==> src/rtl/bbb_pkg.sv <==
// Shared types, constants and arithmetic helpers for the brightness box blur block.
package bbb_pkg;

    localparam int SAMPLE_W   = 8;
    localparam int LINE_W     = 2 * SAMPLE_W;
    localparam int CFG_IDX_W  = 3;
    localparam int CFG_DATA_W = 16;
    localparam int WIDTH_W    = 11;
    localparam int HEIGHT_W   = 13;
    localparam int CHANS_W    = 3;
    localparam int OFFSET_W   = 9;
    localparam int ROWLEN_W   = 13;
    localparam int LAG_W      = 14;
    localparam int CHAN_CNT_W = 2;

    localparam int WIDTH_FIELD_MAX  = 2047;
    localparam int HEIGHT_FIELD_MAX = 8191;

    localparam logic [WIDTH_W-1:0]         RST_WIDTH  = 11'd512;
    localparam logic [HEIGHT_W-1:0]        RST_HEIGHT = 13'd512;
    localparam logic [CHANS_W-1:0]         RST_CHANS  = 3'd3;
    localparam logic signed [OFFSET_W-1:0] RST_OFFSET = 9'sd50;

    localparam logic [SAMPLE_W-1:0] SAMPLE_MAX = 8'd255;
    // ceil(2^16 / 9) gives an exact floor(x / 9) for x up to 9 * 255
    localparam logic [12:0] DIV9_MULT = 13'd7282;

    typedef enum logic [CFG_IDX_W-1:0] {
        REG_WIDTH  = 3'd0,
        REG_HEIGHT = 3'd1,
        REG_CHANS  = 3'd2,
        REG_OFFSET = 3'd3
    } t_reg_idx;

    typedef struct packed {
        logic [WIDTH_W-1:0]         width;
        logic [HEIGHT_W-1:0]        height;
        logic [CHANS_W-1:0]         chans;
        logic signed [OFFSET_W-1:0] offset;
        logic [ROWLEN_W-1:0]        row_len;
        logic [LAG_W-1:0]           lag;
        logic                       row_one;
    } t_geom;

    typedef struct packed {
        logic restart;
        logic busy;
    } t_cfg_ctl;

    typedef struct packed {
        logic [8:0][SAMPLE_W-1:0] tap;
        logic [SAMPLE_W-1:0]      bright;
        logic                     interior;
        logic                     last;
    } t_win;

    function automatic logic [SAMPLE_W-1:0] brighten(
        input logic [SAMPLE_W-1:0]        s,
        input logic signed [OFFSET_W-1:0] off
    );
        logic signed [9:0] v;
        v = $signed({2'b00, s}) + $signed({off[OFFSET_W-1], off});
        if (v > $signed({2'b00, SAMPLE_MAX})) begin
            return SAMPLE_MAX;
        end else if (v < 10'sd0) begin
            return '0;
        end else begin
            return v[SAMPLE_W-1:0];
        end
    endfunction

    function automatic logic [SAMPLE_W-1:0] mean9(input logic [11:0] sum);
        logic [24:0] prod;
        prod = {13'b0, sum} * {12'b0, DIV9_MULT};
        return prod[23:16];
    endfunction

endpackage

==> src/rtl/bbb_ifs.sv <==


interface bbb_cfg_if import bbb_pkg::*; ();
    logic                  valid;
    logic                  ready;
    logic [CFG_IDX_W-1:0]  index;
    logic [CFG_DATA_W-1:0] data;

    modport source (output valid, output index, output data, input ready);
    modport sink   (input valid, input index, input data, output ready);
endinterface

==> src/rtl/bbb_cfg.sv <==
// Configuration registers, range saturation and derived frame geometry.
module bbb_cfg import bbb_pkg::*; #(
    parameter int MAX_WIDTH    = 1024,
    parameter int MAX_HEIGHT   = 4096,
    parameter int MAX_CHANNELS = 4
) (
    input  logic     i_clk,
    input  logic     i_rst_n,
    bbb_cfg_if.sink  i_cfg,
    output t_geom    o_geom,
    output t_cfg_ctl o_ctl
);

    localparam int EFF_W = (MAX_WIDTH < WIDTH_FIELD_MAX) ? MAX_WIDTH : WIDTH_FIELD_MAX;
    localparam int EFF_H = (MAX_HEIGHT < HEIGHT_FIELD_MAX) ? MAX_HEIGHT : HEIGHT_FIELD_MAX;

    logic [WIDTH_W-1:0]         r_width,  n_width;
    logic [HEIGHT_W-1:0]        r_height, n_height;
    logic [CHANS_W-1:0]         r_chans,  n_chans;
    logic signed [OFFSET_W-1:0] r_offset, n_offset;
    logic                       r_settle;
    t_geom                      r_geom,   n_geom;

    logic                cfg_fire;
    logic                cfg_hit;
    logic [WIDTH_W-1:0]  w_sat;
    logic [HEIGHT_W-1:0] h_sat;
    logic [CHANS_W-1:0]  c_sat;
    logic [LAG_W-1:0]    row_prod;

    assign i_cfg.ready = 1'b1;
    assign cfg_fire    = i_cfg.valid && i_cfg.ready;

    always_comb begin
        n_width  = r_width;
        n_height = r_height;
        n_chans  = r_chans;
        n_offset = r_offset;
        cfg_hit  = 1'b0;
        if (cfg_fire) begin
            unique case (i_cfg.index)
                REG_WIDTH: begin
                    n_width = i_cfg.data[WIDTH_W-1:0];
                    cfg_hit = 1'b1;
                end
                REG_HEIGHT: begin
                    n_height = i_cfg.data[HEIGHT_W-1:0];
                    cfg_hit  = 1'b1;
                end
                REG_CHANS: begin
                    n_chans = i_cfg.data[CHANS_W-1:0];
                    cfg_hit = 1'b1;
                end
                REG_OFFSET: begin
                    n_offset = $signed(i_cfg.data[OFFSET_W-1:0]);
                    cfg_hit  = 1'b1;
                end
                default: cfg_hit = 1'b0;
            endcase
        end
    end

    always_comb begin
        if (r_width == '0) begin
            w_sat = WIDTH_W'(1);
        end else if (32'(r_width) > EFF_W) begin
            w_sat = WIDTH_W'(EFF_W);
        end else begin
            w_sat = r_width;
        end

        if (r_height == '0) begin
            h_sat = HEIGHT_W'(1);
        end else if (32'(r_height) > EFF_H) begin
            h_sat = HEIGHT_W'(EFF_H);
        end else begin
            h_sat = r_height;
        end

        if (r_chans == '0) begin
            c_sat = CHANS_W'(1);
        end else if (32'(r_chans) > MAX_CHANNELS) begin
            c_sat = CHANS_W'(MAX_CHANNELS);
        end else begin
            c_sat = r_chans;
        end

        row_prod         = {3'b000, w_sat} * {11'b0, c_sat};
        n_geom.width     = w_sat;
        n_geom.height    = h_sat;
        n_geom.chans     = c_sat;
        n_geom.offset    = r_offset;
        n_geom.row_len   = row_prod[ROWLEN_W-1:0];
        n_geom.lag       = {1'b0, row_prod[ROWLEN_W-1:0]} + LAG_W'(c_sat);
        n_geom.row_one   = (row_prod == LAG_W'(1));
    end

    always_ff @(posedge i_clk) begin
        if (!i_rst_n) begin
            r_width  <= RST_WIDTH;
            r_height <= RST_HEIGHT;
            r_chans  <= RST_CHANS;
            r_offset <= RST_OFFSET;
            r_settle <= 1'b1;
        end else begin
            r_width  <= n_width;
            r_height <= n_height;
            r_chans  <= n_chans;
            r_offset <= n_offset;
            r_settle <= cfg_hit;
        end
    end

    always_ff @(posedge i_clk) begin
        r_geom <= n_geom;
    end

    assign o_geom        = r_geom;
    assign o_ctl.restart = cfg_hit;
    assign o_ctl.busy    = r_settle || i_cfg.valid;

endmodule

==> src/flat_wrapper.sv <==
// flat-port wrapper written by rule: the top's interface ports become plain ports
module bbb_cfg_flat import bbb_pkg::*;
#(
    parameter int MAX_WIDTH    = 1024,
    parameter int MAX_HEIGHT   = 4096,
    parameter int MAX_CHANNELS = 4
)
  (i_clk, i_rst_n, o_geom, o_ctl, i_cfg_valid, i_cfg_index, i_cfg_data, i_cfg_ready);
  bbb_cfg_if i_cfg_i ();
  input  logic i_clk;
  input  logic i_rst_n;
  output t_geom o_geom;
  output t_cfg_ctl o_ctl;
  input wire logic [$bits(i_cfg_i.valid)-1:0] i_cfg_valid;
  input wire logic [$bits(i_cfg_i.index)-1:0] i_cfg_index;
  input wire logic [$bits(i_cfg_i.data)-1:0] i_cfg_data;
  output wire logic [$bits(i_cfg_i.ready)-1:0] i_cfg_ready;
  assign i_cfg_i.valid = i_cfg_valid;
  assign i_cfg_i.index = i_cfg_index;
  assign i_cfg_i.data = i_cfg_data;
  assign i_cfg_ready = i_cfg_i.ready;
  bbb_cfg #(.MAX_WIDTH(MAX_WIDTH), .MAX_HEIGHT(MAX_HEIGHT), .MAX_CHANNELS(MAX_CHANNELS)) u_core (.i_clk(i_clk), .i_rst_n(i_rst_n), .i_cfg(i_cfg_i), .o_geom(o_geom), .o_ctl(o_ctl));
endmodule
==> config.mk <==
export PLATFORM = sky130hd
export DESIGN_NAME = bbb_cfg_flat
export DESIGN_NICKNAME = d
export VERILOG_FILES = /design/src/rtl/bbb_pkg.sv /design/src/rtl/bbb_ifs.sv /design/src/rtl/bbb_cfg.sv /design/src/flat_wrapper.sv
export SDC_FILE = /design/constraint.sdc
export NUM_CORES = 1
export LEC_CHECK = 0
export ABC_AREA = 1
export BUFFER_PORTS_ARGS = -buffer_cell sky130_fd_sc_hd__buf_4
export CORE_ASPECT_RATIO = 1.5
export CORE_MARGIN = 2
export CORE_UTILIZATION = 54
export CTS_CLUSTER_SIZE = 8
export DETAILED_ROUTE_END_ITERATION = 10
export PLACE_DENSITY = 0.8
export SYNTH_ARGS = -nofsm -noshare
export SYNTH_HDL_FRONTEND = slang
export SYNTH_SLANG_ARGS = --single-unit
==> constraint.sdc <==
create_clock -name i_clk -period 4 [get_ports i_clk]
set_input_delay 0.2 -clock i_clk [delete_from_list [all_inputs] [get_ports i_clk]]
set_output_delay 0.2 -clock i_clk [all_outputs]
set_load 0.01 [all_outputs]
# After elaboration in Yosys (flattened, before gate mapping)
# Cells that the tools add are included.
dict set report totals {
  reg_bits 101
  input_bits 22
  output_inout_bits 67
  elab_cells 40
}
dict set report classes {
  add_sub_neg 1
  n_mul 1
  order_cmp 3
  n_eq_ne 4
  mux 7
  n_reduce_logical 11
}
# operator count
set ops {}
lappend ops {{11-bit two-way mux} 2}
lappend ops {{13-bit by 3-bit adder with 14-bit output} 1}
lappend ops {{14-bit by 1-bit equality test with 1-bit output (second input constant)} 1}
lappend ops {{11-bit by 3-bit multiplier with 14-bit output} 1}
lappend ops {{13-bit > comparator (second input constant)} 1}
lappend ops {{13-bit zero test} 1}
lappend ops {{13-bit two-way mux} 1}
lappend ops {{11-bit > comparator (second input constant)} 1}
lappend ops {{11-bit zero test} 1}
lappend ops {{2-bit AND reduction} 4}
lappend ops {{3-bit by 2-bit equality test with 1-bit output (second input constant)} 2}
lappend ops {{3-bit zero test} 2}
lappend ops {{3-bit two-way mux} 2}
lappend ops {{4-bit OR reduction} 1}
lappend ops {{3-bit by 1-bit equality test with 1-bit output (second input constant)} 1}
lappend ops {{3-bit > comparator (second input constant)} 1}
lappend ops {{1-bit two-way mux} 2}
lappend ops {{2-bit OR reduction} 1}
lappend ops {{1-bit logical OR} 1}

# Longest topological paths before layout
dict set report depth {
  word_depth 5
  mapped_depth 24
}

# Worst setup path before layout
# OpenSTA, ideal clock, no wires.
dict set report synth_timing {
  kind {flip-flop to flip-flop}
  from {register u_core.r_chans[2]}
  to {register u_core.r_geom, in the netlist u_core.o_geom[13]}
  setup_ns 0.112
  arrival_time_ns 3.105
  t_required_ns 3.888
  path_slack_ns 0.783
  stages_incl_launch_ff 19
  path_buffers 1
  period_less_slack_ns 3.217
  cell_sequence {dfxtp_1 > clkbuf_1 > nor2_2 > inv_1 > nor2_1 > fa_1 > ha_1 > fa_1 > nand3_1 > nand2_1 > inv_1 > nor2_4 > nand2_2 > nor2_4 > nand3_2 > nor2_2 > nand2_1 > nand2_1 > nand2_1}
}
# item line_no
set synth_rtl {}
lappend synth_rtl {{from (decl)} bbb_cfg.sv:19} ;# logic [CHANS_W-1:0] r_chans, n_chans;
lappend synth_rtl {{from (signal assigned)} bbb_cfg.sv:108} ;# r_chans <= n_chans;
lappend synth_rtl {{to (signal assigned)} bbb_cfg.sv:115} ;# r_geom <= n_geom;
lappend synth_rtl {{to (decl)} bbb_cfg.sv:22} ;# t_geom r_geom, n_geom;

==> flow_metrics.tcl <==
set metrics [dict create \
    outcome "complete, no violations" \
    yosysSeqAreaShare_pct 46.38 \
    n_antenna_cell 0 \
    hold_path.class "primary input to register" \
    synth_fp_nets 596 \
    path_class "register to register" \
    drt.antenna.violating_nets 0 \
    final_cell_mix "nand2_1, dfxtp_1, inv_1" \
    die_area_sq_um 8822 \
    p_leak_nw 2.710 \
    drcViolationCount 0 \
    track_usage_pct 21.77 \
    crit_path_start_kind "register" \
    die_h_um 114.0 \
    ys_ff_latch 101 \
    rows 40 \
    place_congestion 0.8720 \
    cts.sinks 101 \
    layout-drive-gt1-share_pct 21.04 \
    tightest_slew_ns 0.5659 \
    endpoint_kind "register" \
    power-per-cell-area_nw_per_um2 415.6 \
    relSlewSlack_pct 62.23 \
    cts_resized 0 \
    yosysWarnings 0 \
    cts_setup_buffers 0 \
    place_hpwl_um 7164 \
    hold_viol 0 \
    final_net_count 676 \
    port_buffers 84 \
    cp.required_ns 4.24 \
    synth_top_family_by_area "simple AND/OR/NAND/NOR gates" \
    final_common_cell "nand2_1" \
    grt_pass1_wl_um 15080 \
    dr_total_vias 3634 \
    synth_compound_area_share_pct 8.180 \
    timing.critical_path.arrival_ns 3.90 \
    yosys-mux-area-fraction_pct 0 \
    timing.setup.tns_ns 0 \
    rsz0062_at_grt "false" \
    first_global_vias 3493 \
    synthSimpleGateAreaFrac_pct 25.29 \
    synthDistinctLibCells 34 \
    ir_worst_vdd_v 0.0003000 \
    syn_to_final_growth_pct 22.56 \
    core_sq_um 7908 \
    drt_iter0_markers 167 \
    clkTransAtPathRegs_ns 0.07 \
    post-route-period-util_pct 91.44 \
    numCtsBuffers 9 \
    slew_violations 0 \
    postCtsHoldBufs 0 \
    root_buffer "clkbuf_16" \
    cap_violations 0 \
    grt_max_degree 38 \
    period_minus_slack_ns 3.658 \
    n_fill_cell 718 \
    clk_path_buf_depth 2 \
    die-width_um 77.36 \
    io_pins 89 \
    worstPathMaxFanout 13 \
    wl_per_cell_um 12.38 \
    overflow 0 \
    avgViaCountPerCell 4.931 \
    max_freq_ghz 0.2734 \
    total_power_w 0.002220 \
    cts_tree "yes" \
    start_util_pct 55.13 \
    syn_avg_cell_area_sq_um 7.955 \
    synthCells 548 \
    synthAdderAreaFrac_pct 9.357 \
    synth_area_sq_um 4359 \
    clock_latency_ns 0.34 \
    antenna_found_initial 0 \
    first_pass_iters 5 \
    synth-xor-area-share_pct 1.005 \
    htreeDepth 3 \
    finClkSkew_ns 0.007830 \
    setup-violations-final 0 \
    routed_wl_um 9127 \
]
## logic make-up after synthesis
logic type      after synthesis
compound gates               67
xor+xnor                      5
fa+ha+maj                    26
buf+inv                     109
flops                       101
other cells                   1
simple gates                239
## critical path, cell delays in order, from the launching register on
cell and delay, ns:
dfxtp_1 0.45, nor2_2 0.46, inv_1 0.21, nor2_1 0.20
fa_1 0.45, ha_1 0.25, fa_1 0.58, nand3_1 0.10
nand2_1 0.09, inv_1 0.07, nor2_4 0.11, nand2_2 0.07
nor2_4 0.11, nand3_2 0.10, nor2_2 0.15, nand2_1 0.07
nand2_1 0.06, nand2_1 0.04
## path summary, 6_finish.rpt
check                                        start                 to  slack (ns)  cells past startpoint
worst max register to register   u_core.r_chans[2]  u_core.o_geom[13]        0.34                     17
worst min register to register  u_core.r_offset[5]  u_core.o_geom[33]        0.35                      0
worst min-delay path                 i_cfg_data[9]  u_core.r_width[9]         0.1                      3
worst max-delay path             u_core.r_chans[2]  u_core.o_geom[13]        0.34                     17
## final cells by class
cell class / instances / area (sq um) / share of cell area, %
sequential: 101 / 2022 / 37.85
multi-input combinational: 338 / 1914 / 35.83
timing repair buffer: 84 / 630.6 / 11.80
inverter: 94 / 352.8 / 6.604
clock buffer: 10 / 229.0 / 4.286
tap: 105 / 131.4 / 2.459
clock inverter: 5 / 62.56 / 1.171
## sequential cells by signal (all words and copies together), names as in the netlist
| signal | count |
|---|---|
| u_core.o_geom | 64 |
| u_core.r_chans | 3 |
| u_core.r_height | 13 |
| u_core.r_offset | 9 |
| u_core.r_settle | 1 |
| u_core.r_width | 11 |
## Yosys cell counts, drive strengths merged
cell,n,share of area [%]
or2,2,0.29
nand4,5,0.72
xor2,4,0.80
o21bai,1,0.17
o21ai,32,3.7
conb,1,0.086
a21oi,31,3.8
nor2,68,6.5
nand2,120,11
nor3,8,1.4
clkbuf,10,0.86
fa,11,5.1
o211ai,3,0.52
ha,15,4.3
nand2b,1,0.14
inv,94,8.1
buf,5,0.75
xnor2,1,0.20
nor4,2,0.29
nand3,31,4.2
nand3b,2,0.34
dfxtp,101,46
## per-stage QoR
| step | cell area [sq um] | worst slack (ns) | hold slack (ns) | instances | util, % |
|---|---|---|---|---|---|
| 3_3_place_gp | 5051 | 0.4631 | 0.3335 | 722 | 63.88 |
| 4_1_cts | 5343 | 0.3452 | 0.09519 | 737 | 67.56 |
| 5_1_grt | 5343 | 0.05264 | 0.1144 | 737 | 67.56 |
| 3_5_place_dp | 5051 | 0.3696 | 0.3356 | 722 | 63.88 |
| 2_1_floorplan | 4359 | 0.7832 | 0.3259 | 548 | - |
| 6_report | 5343 | 0.3423 | 0.09564 | 737 | 67.56 |
## power breakdown
part | total, W | internal, W | switching (W)
clock network | 0.000844 | 0.000483 | 0.000361
registers | 0.00108 | 0.00106 | 0.0000184
logic | 0.000295 | 0.000123 | 0.000172
total | 0.00222 | 0.00167 | 0.000551
## layer usage
| layer | wire length, um | track usage [%] |
|---|---|---|
| met5 | 0 | 0 |
| met4 | 384 | 13.45 |
| met3 | 402 | 4.193 |
| met2 | 5080 | 41.91 |
| met1 | 3260 | 20.83 |
Power figures use the tool's default switching activity.
