[config.mk]
export PLATFORM = sky130hd
export DESIGN_NAME = bbb_mean_flat
export DESIGN_NICKNAME = d
export VERILOG_FILES = /design/src/rtl/bbb_pkg.sv /design/src/rtl/bbb_ifs.sv /design/src/rtl/bbb_mean.sv /design/src/flat_wrapper.sv
export SDC_FILE = /design/constraint.sdc
export NUM_CORES = 1
export LEC_CHECK = 0
export BUFFER_PORTS_ARGS = -buffer_cell sky130_fd_sc_hd__buf_2
export CELL_PAD_IN_SITES_DETAIL_PLACEMENT = 1
export CELL_PAD_IN_SITES_GLOBAL_PLACEMENT = 1
export CORE_MARGIN = 8
export CORE_UTILIZATION = 51
export CTS_CLUSTER_DIAMETER = 100
export DETAILED_ROUTE_END_ITERATION = 16
export GPL_TIMING_DRIVEN = 0
export PLACE_DENSITY_LB_ADDON = 0.1
export SETUP_SLACK_MARGIN = 0.3
export SYNTH_ARGS = -nofsm -noshare
export SYNTH_HDL_FRONTEND = slang
export SYNTH_SLANG_ARGS = --single-unit
[constraint.sdc]
create_clock -name i_clk -period 9.3 [get_ports i_clk]
set_input_delay 0.93 -clock i_clk [delete_from_list [all_inputs] [get_ports i_clk]]
set_output_delay 0.93 -clock i_clk [all_outputs]
set_load 0.01 [all_outputs]
[src/rtl/bbb_pkg.sv]
// Shared types, constants and arithmetic helpers for the brightness box blur block.
package bbb_pkg;

    localparam int SAMPLE_W   = 8;
    localparam int LINE_W     = 2 * SAMPLE_W;
    localparam int CFG_IDX_W  = 3;
    localparam int CFG_DATA_W = 16;
    localparam int WIDTH_W    = 11;
    localparam int HEIGHT_W   = 13;
    localparam int CHANS_W    = 3;
    localparam int OFFSET_W   = 9;
    localparam int ROWLEN_W   = 13;
    localparam int LAG_W      = 14;
    localparam int CHAN_CNT_W = 2;

    localparam int WIDTH_FIELD_MAX  = 2047;
    localparam int HEIGHT_FIELD_MAX = 8191;

    localparam logic [WIDTH_W-1:0]         RST_WIDTH  = 11'd512;
    localparam logic [HEIGHT_W-1:0]        RST_HEIGHT = 13'd512;
    localparam logic [CHANS_W-1:0]         RST_CHANS  = 3'd3;
    localparam logic signed [OFFSET_W-1:0] RST_OFFSET = 9'sd50;

    localparam logic [SAMPLE_W-1:0] SAMPLE_MAX = 8'd255;
    // ceil(2^16 / 9) gives an exact floor(x / 9) for x up to 9 * 255
    localparam logic [12:0] DIV9_MULT = 13'd7282;

    typedef enum logic [CFG_IDX_W-1:0] {
        REG_WIDTH  = 3'd0,
        REG_HEIGHT = 3'd1,
        REG_CHANS  = 3'd2,
        REG_OFFSET = 3'd3
    } t_reg_idx;

    typedef struct packed {
        logic [WIDTH_W-1:0]         width;
        logic [HEIGHT_W-1:0]        height;
        logic [CHANS_W-1:0]         chans;
        logic signed [OFFSET_W-1:0] offset;
        logic [ROWLEN_W-1:0]        row_len;
        logic [LAG_W-1:0]           lag;
        logic                       row_one;
    } t_geom;

    typedef struct packed {
        logic restart;
        logic busy;
    } t_cfg_ctl;

    typedef struct packed {
        logic [8:0][SAMPLE_W-1:0] tap;
        logic [SAMPLE_W-1:0]      bright;
        logic                     interior;
        logic                     last;
    } t_win;

    function automatic logic [SAMPLE_W-1:0] brighten(
        input logic [SAMPLE_W-1:0]        s,
        input logic signed [OFFSET_W-1:0] off
    );
        logic signed [9:0] v;
        v = $signed({2'b00, s}) + $signed({off[OFFSET_W-1], off});
        if (v > $signed({2'b00, SAMPLE_MAX})) begin
            return SAMPLE_MAX;
        end else if (v < 10'sd0) begin
            return '0;
        end else begin
            return v[SAMPLE_W-1:0];
        end
    endfunction

    function automatic logic [SAMPLE_W-1:0] mean9(input logic [11:0] sum);
        logic [24:0] prod;
        prod = {13'b0, sum} * {12'b0, DIV9_MULT};
        return prod[23:16];
    endfunction

endpackage

[src/rtl/bbb_ifs.sv]


interface bbb_out_if import bbb_pkg::*; ();
    logic                valid;
    logic                ready;
    logic [SAMPLE_W-1:0] bright_value;
    logic [SAMPLE_W-1:0] filtered_value;
    logic                frame_last;

    modport source (output valid, output bright_value, output filtered_value,
                    output frame_last, input ready);
    modport sink   (input valid, input bright_value, input filtered_value,
                    input frame_last, output ready);
endinterface


[src/rtl/bbb_mean.sv]
// Three-stage sum, divide-by-nine and output register pipeline.
module bbb_mean import bbb_pkg::*; (
    input  logic      i_clk,
    input  logic      i_rst_n,
    input  logic      i_win_valid,
    input  t_win      i_win,
    output logic      o_take,
    bbb_out_if.source o_out
);

    logic                r_v1, r_v2, r_v3;
    logic [9:0]          r_rsum [3];
    logic [SAMPLE_W-1:0] r_br1, r_br2, r_bright;
    logic                r_int1, r_int2;
    logic                r_last1, r_last2, r_last3;
    logic [11:0]         r_sum;
    logic [SAMPLE_W-1:0] r_filt;

    logic adv1, adv2, adv3;

    assign adv3   = !r_v3 || o_out.ready;
    assign adv2   = !r_v2 || adv3;
    assign adv1   = !r_v1 || adv2;
    assign o_take = adv1;

    always_ff @(posedge i_clk) begin
        if (!i_rst_n) begin
            r_v1 <= 1'b0;
            r_v2 <= 1'b0;
            r_v3 <= 1'b0;
        end else begin
            if (adv1) begin
                r_v1 <= i_win_valid;
            end
            if (adv2) begin
                r_v2 <= r_v1;
            end
            if (adv3) begin
                r_v3 <= r_v2;
            end
        end
    end

    always_ff @(posedge i_clk) begin
        if (adv1 && i_win_valid) begin
            for (int r = 0; r < 3; r++) begin
                r_rsum[r] <= {2'b00, i_win.tap[3*r]} + {2'b00, i_win.tap[3*r+1]}
                           + {2'b00, i_win.tap[3*r+2]};
            end
            r_br1   <= i_win.bright;
            r_int1  <= i_win.interior;
            r_last1 <= i_win.last;
        end
        if (adv2 && r_v1) begin
            r_sum   <= {2'b00, r_rsum[0]} + {2'b00, r_rsum[1]} + {2'b00, r_rsum[2]};
            r_br2   <= r_br1;
            r_int2  <= r_int1;
            r_last2 <= r_last1;
        end
        if (adv3 && r_v2) begin
            r_bright <= r_br2;
            r_filt   <= r_int2 ? mean9(r_sum) : r_br2;
            r_last3  <= r_last2;
        end
    end

    assign o_out.valid          = r_v3;
    assign o_out.bright_value   = r_bright;
    assign o_out.filtered_value = r_filt;
    assign o_out.frame_last     = r_last3;

endmodule

[src/flat_wrapper.sv]
// flat-port wrapper written by rule: the top's interface ports become plain ports
module bbb_mean_flat import bbb_pkg::*;
  (i_clk, i_rst_n, i_win_valid, i_win, o_take, o_out_valid, o_out_bright_value, o_out_filtered_value, o_out_frame_last, o_out_ready);
  bbb_out_if o_out_i ();
  input  logic i_clk;
  input  logic i_rst_n;
  input  logic i_win_valid;
  input  t_win i_win;
  output logic o_take;
  output wire logic [$bits(o_out_i.valid)-1:0] o_out_valid;
  output wire logic [$bits(o_out_i.bright_value)-1:0] o_out_bright_value;
  output wire logic [$bits(o_out_i.filtered_value)-1:0] o_out_filtered_value;
  output wire logic [$bits(o_out_i.frame_last)-1:0] o_out_frame_last;
  input wire logic [$bits(o_out_i.ready)-1:0] o_out_ready;
  assign o_out_valid = o_out_i.valid;
  assign o_out_bright_value = o_out_i.bright_value;
  assign o_out_filtered_value = o_out_i.filtered_value;
  assign o_out_frame_last = o_out_i.frame_last;
  assign o_out_i.ready = o_out_ready;
  bbb_mean u_core (.i_clk(i_clk), .i_rst_n(i_rst_n), .i_win_valid(i_win_valid), .i_win(i_win), .o_take(o_take), .o_out(o_out_i));
endmodule
Word level (Yosys, flattened, before mapping)
Memories as Yosys holds them, arrays and structs flattened. Cells that the tools add are included.

Bits in registers: 52. Memory bits (writable): 30. Logic and storage cells: 35. Memories: 1.

Memory list: u_core.r_rsum (words 3, bits a word 10, read ports 3, clocked after Yosys merged registers in 0, wr ports 3, RTL line bbb_mean.sv:12) `logic [9:0] r_rsum [3];`.

Add/subtract/negate cells: 8. Multiply operators: 1. Mux-type cells: 3. Reduce and logical (&&, ||, !) cells: 9.

Operators by type and width (number): $add 10x8->10 (3); $add 8x8->9 (3); $mul 12x12->23 const B (1); $add 12x10->12 (1); $add 10x10->11 (1); $mux 8 (1); $logic_and 1x1->1 (3); $logic_not 1->1 (3); $logic_or 1x1->1 (3); $mux 1 (2).

Depth between registers and ports, before layout
Gate-level depths: netlist (run 1).

Word-level depth: 7. Gate-level depth with buffers: 16. Mapped depth without buffers: 16.

Least setup slack after synthesis (run 1)
OpenSTA, ideal clock, no wires.

Path kind: register to register. Start: register u_core.r_sum[7]. End: register u_core.r_filt[4], in the netlist u_core.o_out.filtered_value[4] (data pin). Library setup time: 268 ps. Arrival time: 4213 ps. Data required time: 9032 ps. Setup slack: 4820 ps. Cell stages (with the launch flop): 17. Path buffers: 0. Cells stage by stage: edfxtp_1 -> fa_1 -> ha_1 -> inv_1 -> fa_1 -> inv_1 -> fa_1 -> inv_1 -> fa_1 -> inv_1 -> ha_1 -> o21ai_1 -> a2111oi_4 -> o21ai_2 -> a21boi_2 -> o21a_1 -> o211ai_1.

Longest elaborated chain between the ends: 2.

RTL lines: start: declaration (RTL line bbb_mean.sv:16) `logic [11:0] r_sum;`; start signal: assignment (RTL line bbb_mean.sv:55) `r_sum <= {2'b00, r_rsum[0]} + {2'b00, r_rsum[1]} + {2'b00, r_rsum[2]};`; $mul 12x12->23 (RTL line bbb_pkg.sv:74) `prod = {13'b0, sum} * {12'b0, DIV9_MULT};`; $mux 8 (RTL line bbb_mean.sv:62) `r_filt <= r_int2 ? mean9(r_sum) : r_br2;`; end signal: assignment (RTL line bbb_mean.sv:62); end: declaration (RTL line bbb_mean.sv:17) `logic [SAMPLE_W-1:0] r_filt;`.

No other way between the ends. A chain may end at the register's enable or synchronous reset.

Final worst setup path (run 1)
Ends and elaborated chain as after synthesis.

==> results of run 1 <==
-- cells in the mapped netlist, types with 4 or more instances --
library cell  instances  area [µm²]
nor3_1                8        40.0
a21oi_1              48         240
nor2_1               20        75.1
o21ai_0              13        65.1
ha_1                135        1690
fa_1                 37         741
o21a_1                9        67.6
nor2b_1              13        81.3
xnor2_1              44         385
inv_1                58         218
nand2b_1              5        31.3
o21ai_1               4        20.0
nand3_1               6        30.0
xor2_1               16         140
nand2_1              24        90.1
o21bai_1             11        82.6
edfxtp_1             79        2370
a21o_1               21         158
-- per-stage QoR --
| stage | hold slack (ns) | std cells | util [%] | instance area, µm² | worst slack, ns |
|---|---|---|---|---|---|
| 3_3_place_gp | 0.401 | 892 | 57.1 | 7840 | 4.51 |
| 6_report | 0.421 | 910 | 59.7 | 8190 | 4.44 |
| 2_1_floorplan | 0.400 | 608 | - | 7090 | 4.82 |
| 3_5_place_dp | 0.407 | 894 | 57.5 | 7890 | 4.42 |
| 4_1_cts | 0.423 | 910 | 59.7 | 8190 | 4.41 |
| 5_1_grt | 0.431 | 910 | 59.7 | 8190 | 4.25 |
-- worst max-delay path, cell delays in order, from the launching register on --
cell and delay [ns]:
edfxtp_1 0.51, fa_1 0.52, ha_1 0.33, inv_1 0.07, fa_1 0.53, inv_1 0.06
fa_1 0.50, inv_1 0.06, fa_1 0.52, inv_1 0.04, ha_1 0.30, o21ai_1 0.11
a2111oi_4 0.34, o21ai_2 0.16, a21boi_2 0.25, o21a_1 0.19, o211ai_1 0.11
-- registers in the layout (all words and copies together) (netlist names) --
signal / flops
u_core.o_out.frame_last: 1
u_core.r_last2: 1
u_core.o_out.valid: 1
u_core.r_int1: 1
u_core.r_v2: 1
u_core.r_int2: 1
u_core.r_br2: 8
u_core.r_last1: 1
u_core.o_out.filtered_value: 8
u_core.r_rsum: 30
u_core.o_out.bright_value: 8
u_core.r_sum: 12
u_core.r_br1: 8
u_core.r_v1: 1
-- cell type report --
cell class | count | area, µm²
timing repair buffer | 106 | 556
multi-input combinational | 465 | 4450
inverter | 59 | 221
clock inverter | 7 | 71.3
fill | 1485 | 5530
buffer | 2 | 8.76
tap | 180 | 225
sequential | 82 | 2430
clock buffer | 9 | 225
-- how the worst max path moves through the flow --
stage,end,depth (start not counted),start,slack (ns)
floorplan,u_core.o_out.filtered_value[4],16,u_core.r_sum[7],4.82
global placement,u_core.o_out.filtered_value[6],16,u_core.r_sum[7],4.51
detailed placement,u_core.o_out.filtered_value[6],16,u_core.r_sum[7],4.42
CTS,u_core.o_out.filtered_value[6],16,u_core.r_sum[7],4.41
global route,u_core.o_out.filtered_value[4],16,u_core.r_sum[7],4.25
finish,u_core.o_out.filtered_value[4],16,u_core.r_sum[7],4.44
-- logic make-up after synthesis --
kind of cell,Yosys count
simple gates,87
mux,1
flops,82
fa+ha+maj,172
buf+inv,61
compound gates,145
xor+xnor,60
-- per-layer routing --
layer | global-route usage (%) | wire, µm | vias up
met5 | 0 | 0 | -
met4 | 4.80 | 158 | 0
met3 | 3.25 | 477 | 15
met2 | 36.0 | 8820 | 78
met1 | 18.7 | 6080 | 2439
li1 | - | - | 2441
==> summary.txt, run 1 <==
Post-DRT Antenna Nets -> 0
Postcts setup bufs -> 0
Post-DR vias/cell -> 5.46
Reg2reg start -> u_core.r_sum[7]
Share of cells above drive strength 1 -> 19.5%
Number of CTS-inserted buffers -> 9
First-pass GRT wire length -> 26.2 mm
Hold Startpoint -> u_core.r_last1
H-tree depth -> 3
Initial core utilization -> 51.7%
First-pass DRT Iterations -> 4
Sequential share of the synthesized area -> 34.3%
Largest family of logic cells by synthesized area -> adder cells
Fin crit share -> 52.2%
XOR/XNOR share of the synthesized area -> 7.41%
1st-iter DRT viols -> 144
Worst Skew -> 0.00823 ns
Synth Area in Compound Gates -> 14.4%
Ys flop type -> edfxtp_1
Cts repair resizes -> 0
Final #Nets -> 983
#FFs+latches synth -> 82
DRC viols -> 0
I/O pins -> 105
Input/output buffers -> 104
Final global-route overflow total -> 0
Worst R2R Path Depth -> 16
Setup CP Type -> flop to flop
CTS Hold Bufs -> 0
Adder-Cell Fraction of Synth Area -> 34.3%
Worst-Margin Slew -> 0.845 ns
Die ar. -> 17900 µm²
Min-delay worst type -> flop to flop
Clk slew on worst S/H paths -> 0.07 ns
Avg WL per Cell -> 17.1 µm
Outcome -> finished clean
Hold EP -> u_core.r_last2
Die X-Extent -> 134 µm
Max_cap viols -> 0
Post-Syn Instances -> 608
RSZ-0062 raised after global routing -> no
Simple-gate portion of the synthesized area -> 6.23%
Max Transition Viols Final -> 0
Via count -> 4973
Die H -> 134 µm
Area Growth Syn to Fin -> 15.5%
Initial antenna violation count -> 0
R2r endpoint -> u_core.o_out.filtered_value[4]
Relative slew slack -> 43.4%
Hold Path Depth -> 0
Core ar. -> 13700 µm²
Most frequent cells in the layout -> 135 x ha_1, 105 x buf_2, 79 x edfxtp_1, 58 x inv_1, 48 x a21oi_1
Final setup violation count -> 0
CTS tree -> yes
Post-route setup TNS -> 0 ns
Routed wire length -> 15.5 mm
Required time worst endpoint -> 9.38 ns
Setup crit start kind -> flop
Max Freq -> 206 MHz
Commonest non-fill, non-tap cell in the layout -> ha_1
HPWL Detailed -> 13.6 mm
Cell Area, Synth -> 7090 µm²
Final Hold Viols -> 0
Clock Latency Late Sink -> 0.34 ns
Syn Nets -> 866
Post-synthesis async set-or-reset flop share -> 0%
Largest net degree at the start of global routing -> 31
Synth cell types -> 56
Number of diodes -> 0
Placer Congestion -> 0.877
Num rows -> 43
All-Layer GR Usage -> 18.0%
Crit. End Element -> flop
Vias in the first global route -> 5702
Crit Path Max Fanout -> 4
Num Clock Sinks -> 82
Critical Path AT -> 4.94 ns
Clk root buf -> clkbuf_16
Mux contribution to synthesized area -> 0.159%
Reg2Reg Setup Slack -> 4.44 ns
Syn_area_per_cell -> 11.7 µm²
Clock buffer depth -> 2
Number of synthesis warnings -> 0
Crit path time final -> 4.86 ns
Number of flops mapped to enable cells by yosys -> 79
Power of run 1 is not shown: default switching activity piles up to over one toggle a cycle in this logic, so the estimate is an artifact.
==> run 2, diff against run 1 <==
--- a/config.mk
+++ b/config.mk
@@ -9,7 +9,7 @@
 export CELL_PAD_IN_SITES_DETAIL_PLACEMENT = 1
 export CELL_PAD_IN_SITES_GLOBAL_PLACEMENT = 1
 export CORE_MARGIN = 8
-export CORE_UTILIZATION = 51
+export CORE_UTILIZATION = 47
 export CTS_CLUSTER_DIAMETER = 100
 export DETAILED_ROUTE_END_ITERATION = 16
 export GPL_TIMING_DRIVEN = 0
==> constraint.sdc (replaced) <==
create_clock -name i_clk -period 4.8 [get_ports i_clk]
set_input_delay 0.48 -clock i_clk [delete_from_list [all_inputs] [get_ports i_clk]]
set_output_delay 0.48 -clock i_clk [all_outputs]
set_load 0.01 [all_outputs]
==> run 2 against run 1 <==
  * Cell area grew 6.1%
  * Clock skew up 0.0042 ns
  * Count of clock-buffer cells in the layout is the same
  * Die area is 7.5% higher
  * First-iteration DRC count increased by 18%
  * Global-route usage is 0.52 points lower
  * Maximum frequency is 3.6% higher
  * Non-clock buffer count is 22 higher
  * Final cell count grew 3.3%
  * Highest routed layer unchanged
==> summary.txt, run 2 (synthesis results as in run 1) <==
Final Hold Viols -> 0 (unchanged)
Avg WL per Cell -> 18.9 µm (+11%)
Number of diodes -> 0 (unchanged)
Final global-route overflow total -> 0 (unchanged)
Clk root buf -> clkbuf_16
Cell Chain, Critical Path -> buf_6 > fa_1 > ha_4 > inv_2 > fa_1 > inv_2 > fa_1 > inv_1 > fa_1 > inv_2 > ha_4 > a21o_1 > a21oi_4 > o21a_4 > a21boi_2 > buf_4 > o2111ai_2 > o211ai_1
Relative slew slack -> 51.7% (+8.3 points)
Post-route setup TNS -> 0 ns (unchanged)
Reg2Reg Setup Slack -> 0.11 ns (-4.33 ns)
Final Core Density -> 58.0% (-1.7 points)
Vias in the first global route -> 5834 (+2.3%)
Max_cap viols -> 0 (unchanged)
Hold Startpoint -> i_win[9]
HPWL Detailed -> 14.1 mm (+4.0%)
Initial core utilization -> 47.3% (-4.3 points)
Required time worst endpoint -> 4.88 ns (-4.50 ns)
Outcome -> finished clean
Crit path top cell by count -> fa_1
Worst-Margin Slew -> 0.724 ns (-0.122 ns)
Share of cells above drive strength 1 -> 26.6% (+7.1 points)
R2r endpoint -> u_core.o_out.filtered_value[4]
H-tree depth -> 3 (unchanged)
Num rows -> 45 (+4.7%)
Fin crit share -> 97.7% (+45 points)
Final setup violation count -> 0 (unchanged)
Reg2reg start -> u_core.r_sum[9]
Max Freq -> 213 MHz (+3.6%)
CTS Hold Bufs -> 0 (unchanged)
Via count -> 5164 (+3.8%)
Crit path time final -> 4.69 ns (-0.170 ns)
Area Growth Syn to Fin -> 22.5%
Clock buffer depth -> 2 (unchanged)
Reg with most FFs -> u_core.r_rsum
Most frequent cells in the layout -> 119 x ha_1, 105 x buf_2, 79 x edfxtp_1, 50 x inv_1, 47 x a21oi_1
Input/output buffers -> 104 (unchanged)
I/O pins -> 105 (unchanged)
Die X-Extent -> 139 µm (+3.7%)
Final #Nets -> 1005 (+2.2%)
Core ar. -> 15000 µm² (+9.2%)
Setup CP Type -> flop to flop
Crit. End Element -> flop
First-pass DRT Iterations -> 4 (unchanged)
Hold EP -> u_core.r_br1[7]
Initial antenna violation count -> 0 (unchanged)
Die ar. -> 19300 µm² (+7.5%)
Setup crit start -> u_core.r_sum[9]
Post-layout worst setup margin -> 0.111 ns (-4.33 ns)
Worst R2R Path Depth -> 18 (+2)
Clock Latency Late Sink -> 0.35 ns (about the same)
1st-iter DRT viols -> 170 (+18%)
Critical Path AT -> 4.77 ns (-0.17 ns)
Crit Path Max Fanout -> 3 (-1)
Num Clock Sinks -> 82 (unchanged)
Max reg flops -> 30 (unchanged)
Max Transition Viols Final -> 0 (unchanged)
RSZ-0062 raised after global routing -> yes
Max incr delay on CP -> 0.53 ns (about the same)
Die H -> 139 µm (+3.7%)
Placer Congestion -> 0.888 (+1.2%)
Setup crit start kind -> flop
Worst Skew -> 0.0124 ns (+0.00416 ns)
Slowest cell on the critical path -> fa_1
CTS tree -> yes
Post-DRT Antenna Nets -> 0 (unchanged)
All-Layer GR Usage -> 17.5% (-0.52 points)
Clk slew on worst S/H paths -> 0.07 ns (about the same)
Post-DR vias/cell -> 5.49 (+0.53%)
DRC viols -> 0 (unchanged)
Number of CTS-inserted buffers -> 9 (unchanged)
Largest registers -> u_core.r_rsum x30, u_core.r_sum x12
Dpl ws -> -0.162 ns (-4.58 ns)
Hold Path Depth -> 1 (+1)
First-pass GRT wire length -> 27.3 mm (+4.0%)
Min-delay worst type -> input port to flop
Commonest non-fill, non-tap cell in the layout -> ha_1
Largest net degree at the start of global routing -> 33 (+6.5%)
Routed wire length -> 17.7 mm (+14%)
Fill cells -> 1580 (+6.4%)
[run 2: critical path, delay by kind of cell (launching register included)]
| kind | cells | cell delay (ns) |
|---|---|---|
| fa+ha+maj | 6 | 2.46 |
| buf+inv | 6 | 0.50 |
| compound gates | 6 | 1.01 |
| flops | 1 | 0.45 |
[run 2: routing by layer]
layer,wire (µm),global-route usage (%),share of wire (%),vias up
li1,-,-,-,2491
met5,0,0,0,-
met4,730,7.51,4.1,0
met3,498,3.24,2.8,36
met2,10100,34.8,57,105
met1,6460,17.3,36,2532
[run 2: worst max-delay path by stage]
| stage | end | slack (ns) | cells after the start |
|---|---|---|---|
| global route | u_core.o_out.filtered_value[4] | -0.03 | 18 |
| detailed placement | u_core.o_out.filtered_value[6] | -0.16 | 16 |
| floorplan | u_core.o_out.filtered_value[4] | 0.32 | 16 |
| finish | u_core.o_out.filtered_value[4] | 0.11 | 18 |
| global placement | u_core.o_out.filtered_value[6] | -0.11 | 16 |
| CTS | u_core.o_out.filtered_value[4] | 0.19 | 17 |
[run 2: what timing repair did]
action	4_1_cts	5_1_grt
pin swaps	15	23
endpoints found under the setup margin	8	8
buffers inserted	14	7
resized for setup	22	30
[run 2: area by class of cell]
type	instances	area, µm²	area share, %
clock inverters	7	83.8	0.965
repair buffers	128	739	8.51
well taps	188	235	2.71
inverters	59	221	2.55
flip-flops and latches	82	2430	28.0
clock buffers	9	225	2.59
multi-input cells	465	4740	54.6
plain buffers	2	8.76	0.101
[run 2: stage by stage]
| step | instances | hold WS, ns | instance area, µm² |
|---|---|---|---|
| CTS | 933 | 0.290 | 8480 |
| finish | 940 | 0.305 | 8680 |
| floorplan | 608 | 0.400 | 7090 |
| global placement | 900 | 0.401 | 7850 |
| detailed placement | 903 | 0.410 | 7910 |
| global route | 940 | 0.283 | 8680 |
Power of run 2 is left out for the same reason.
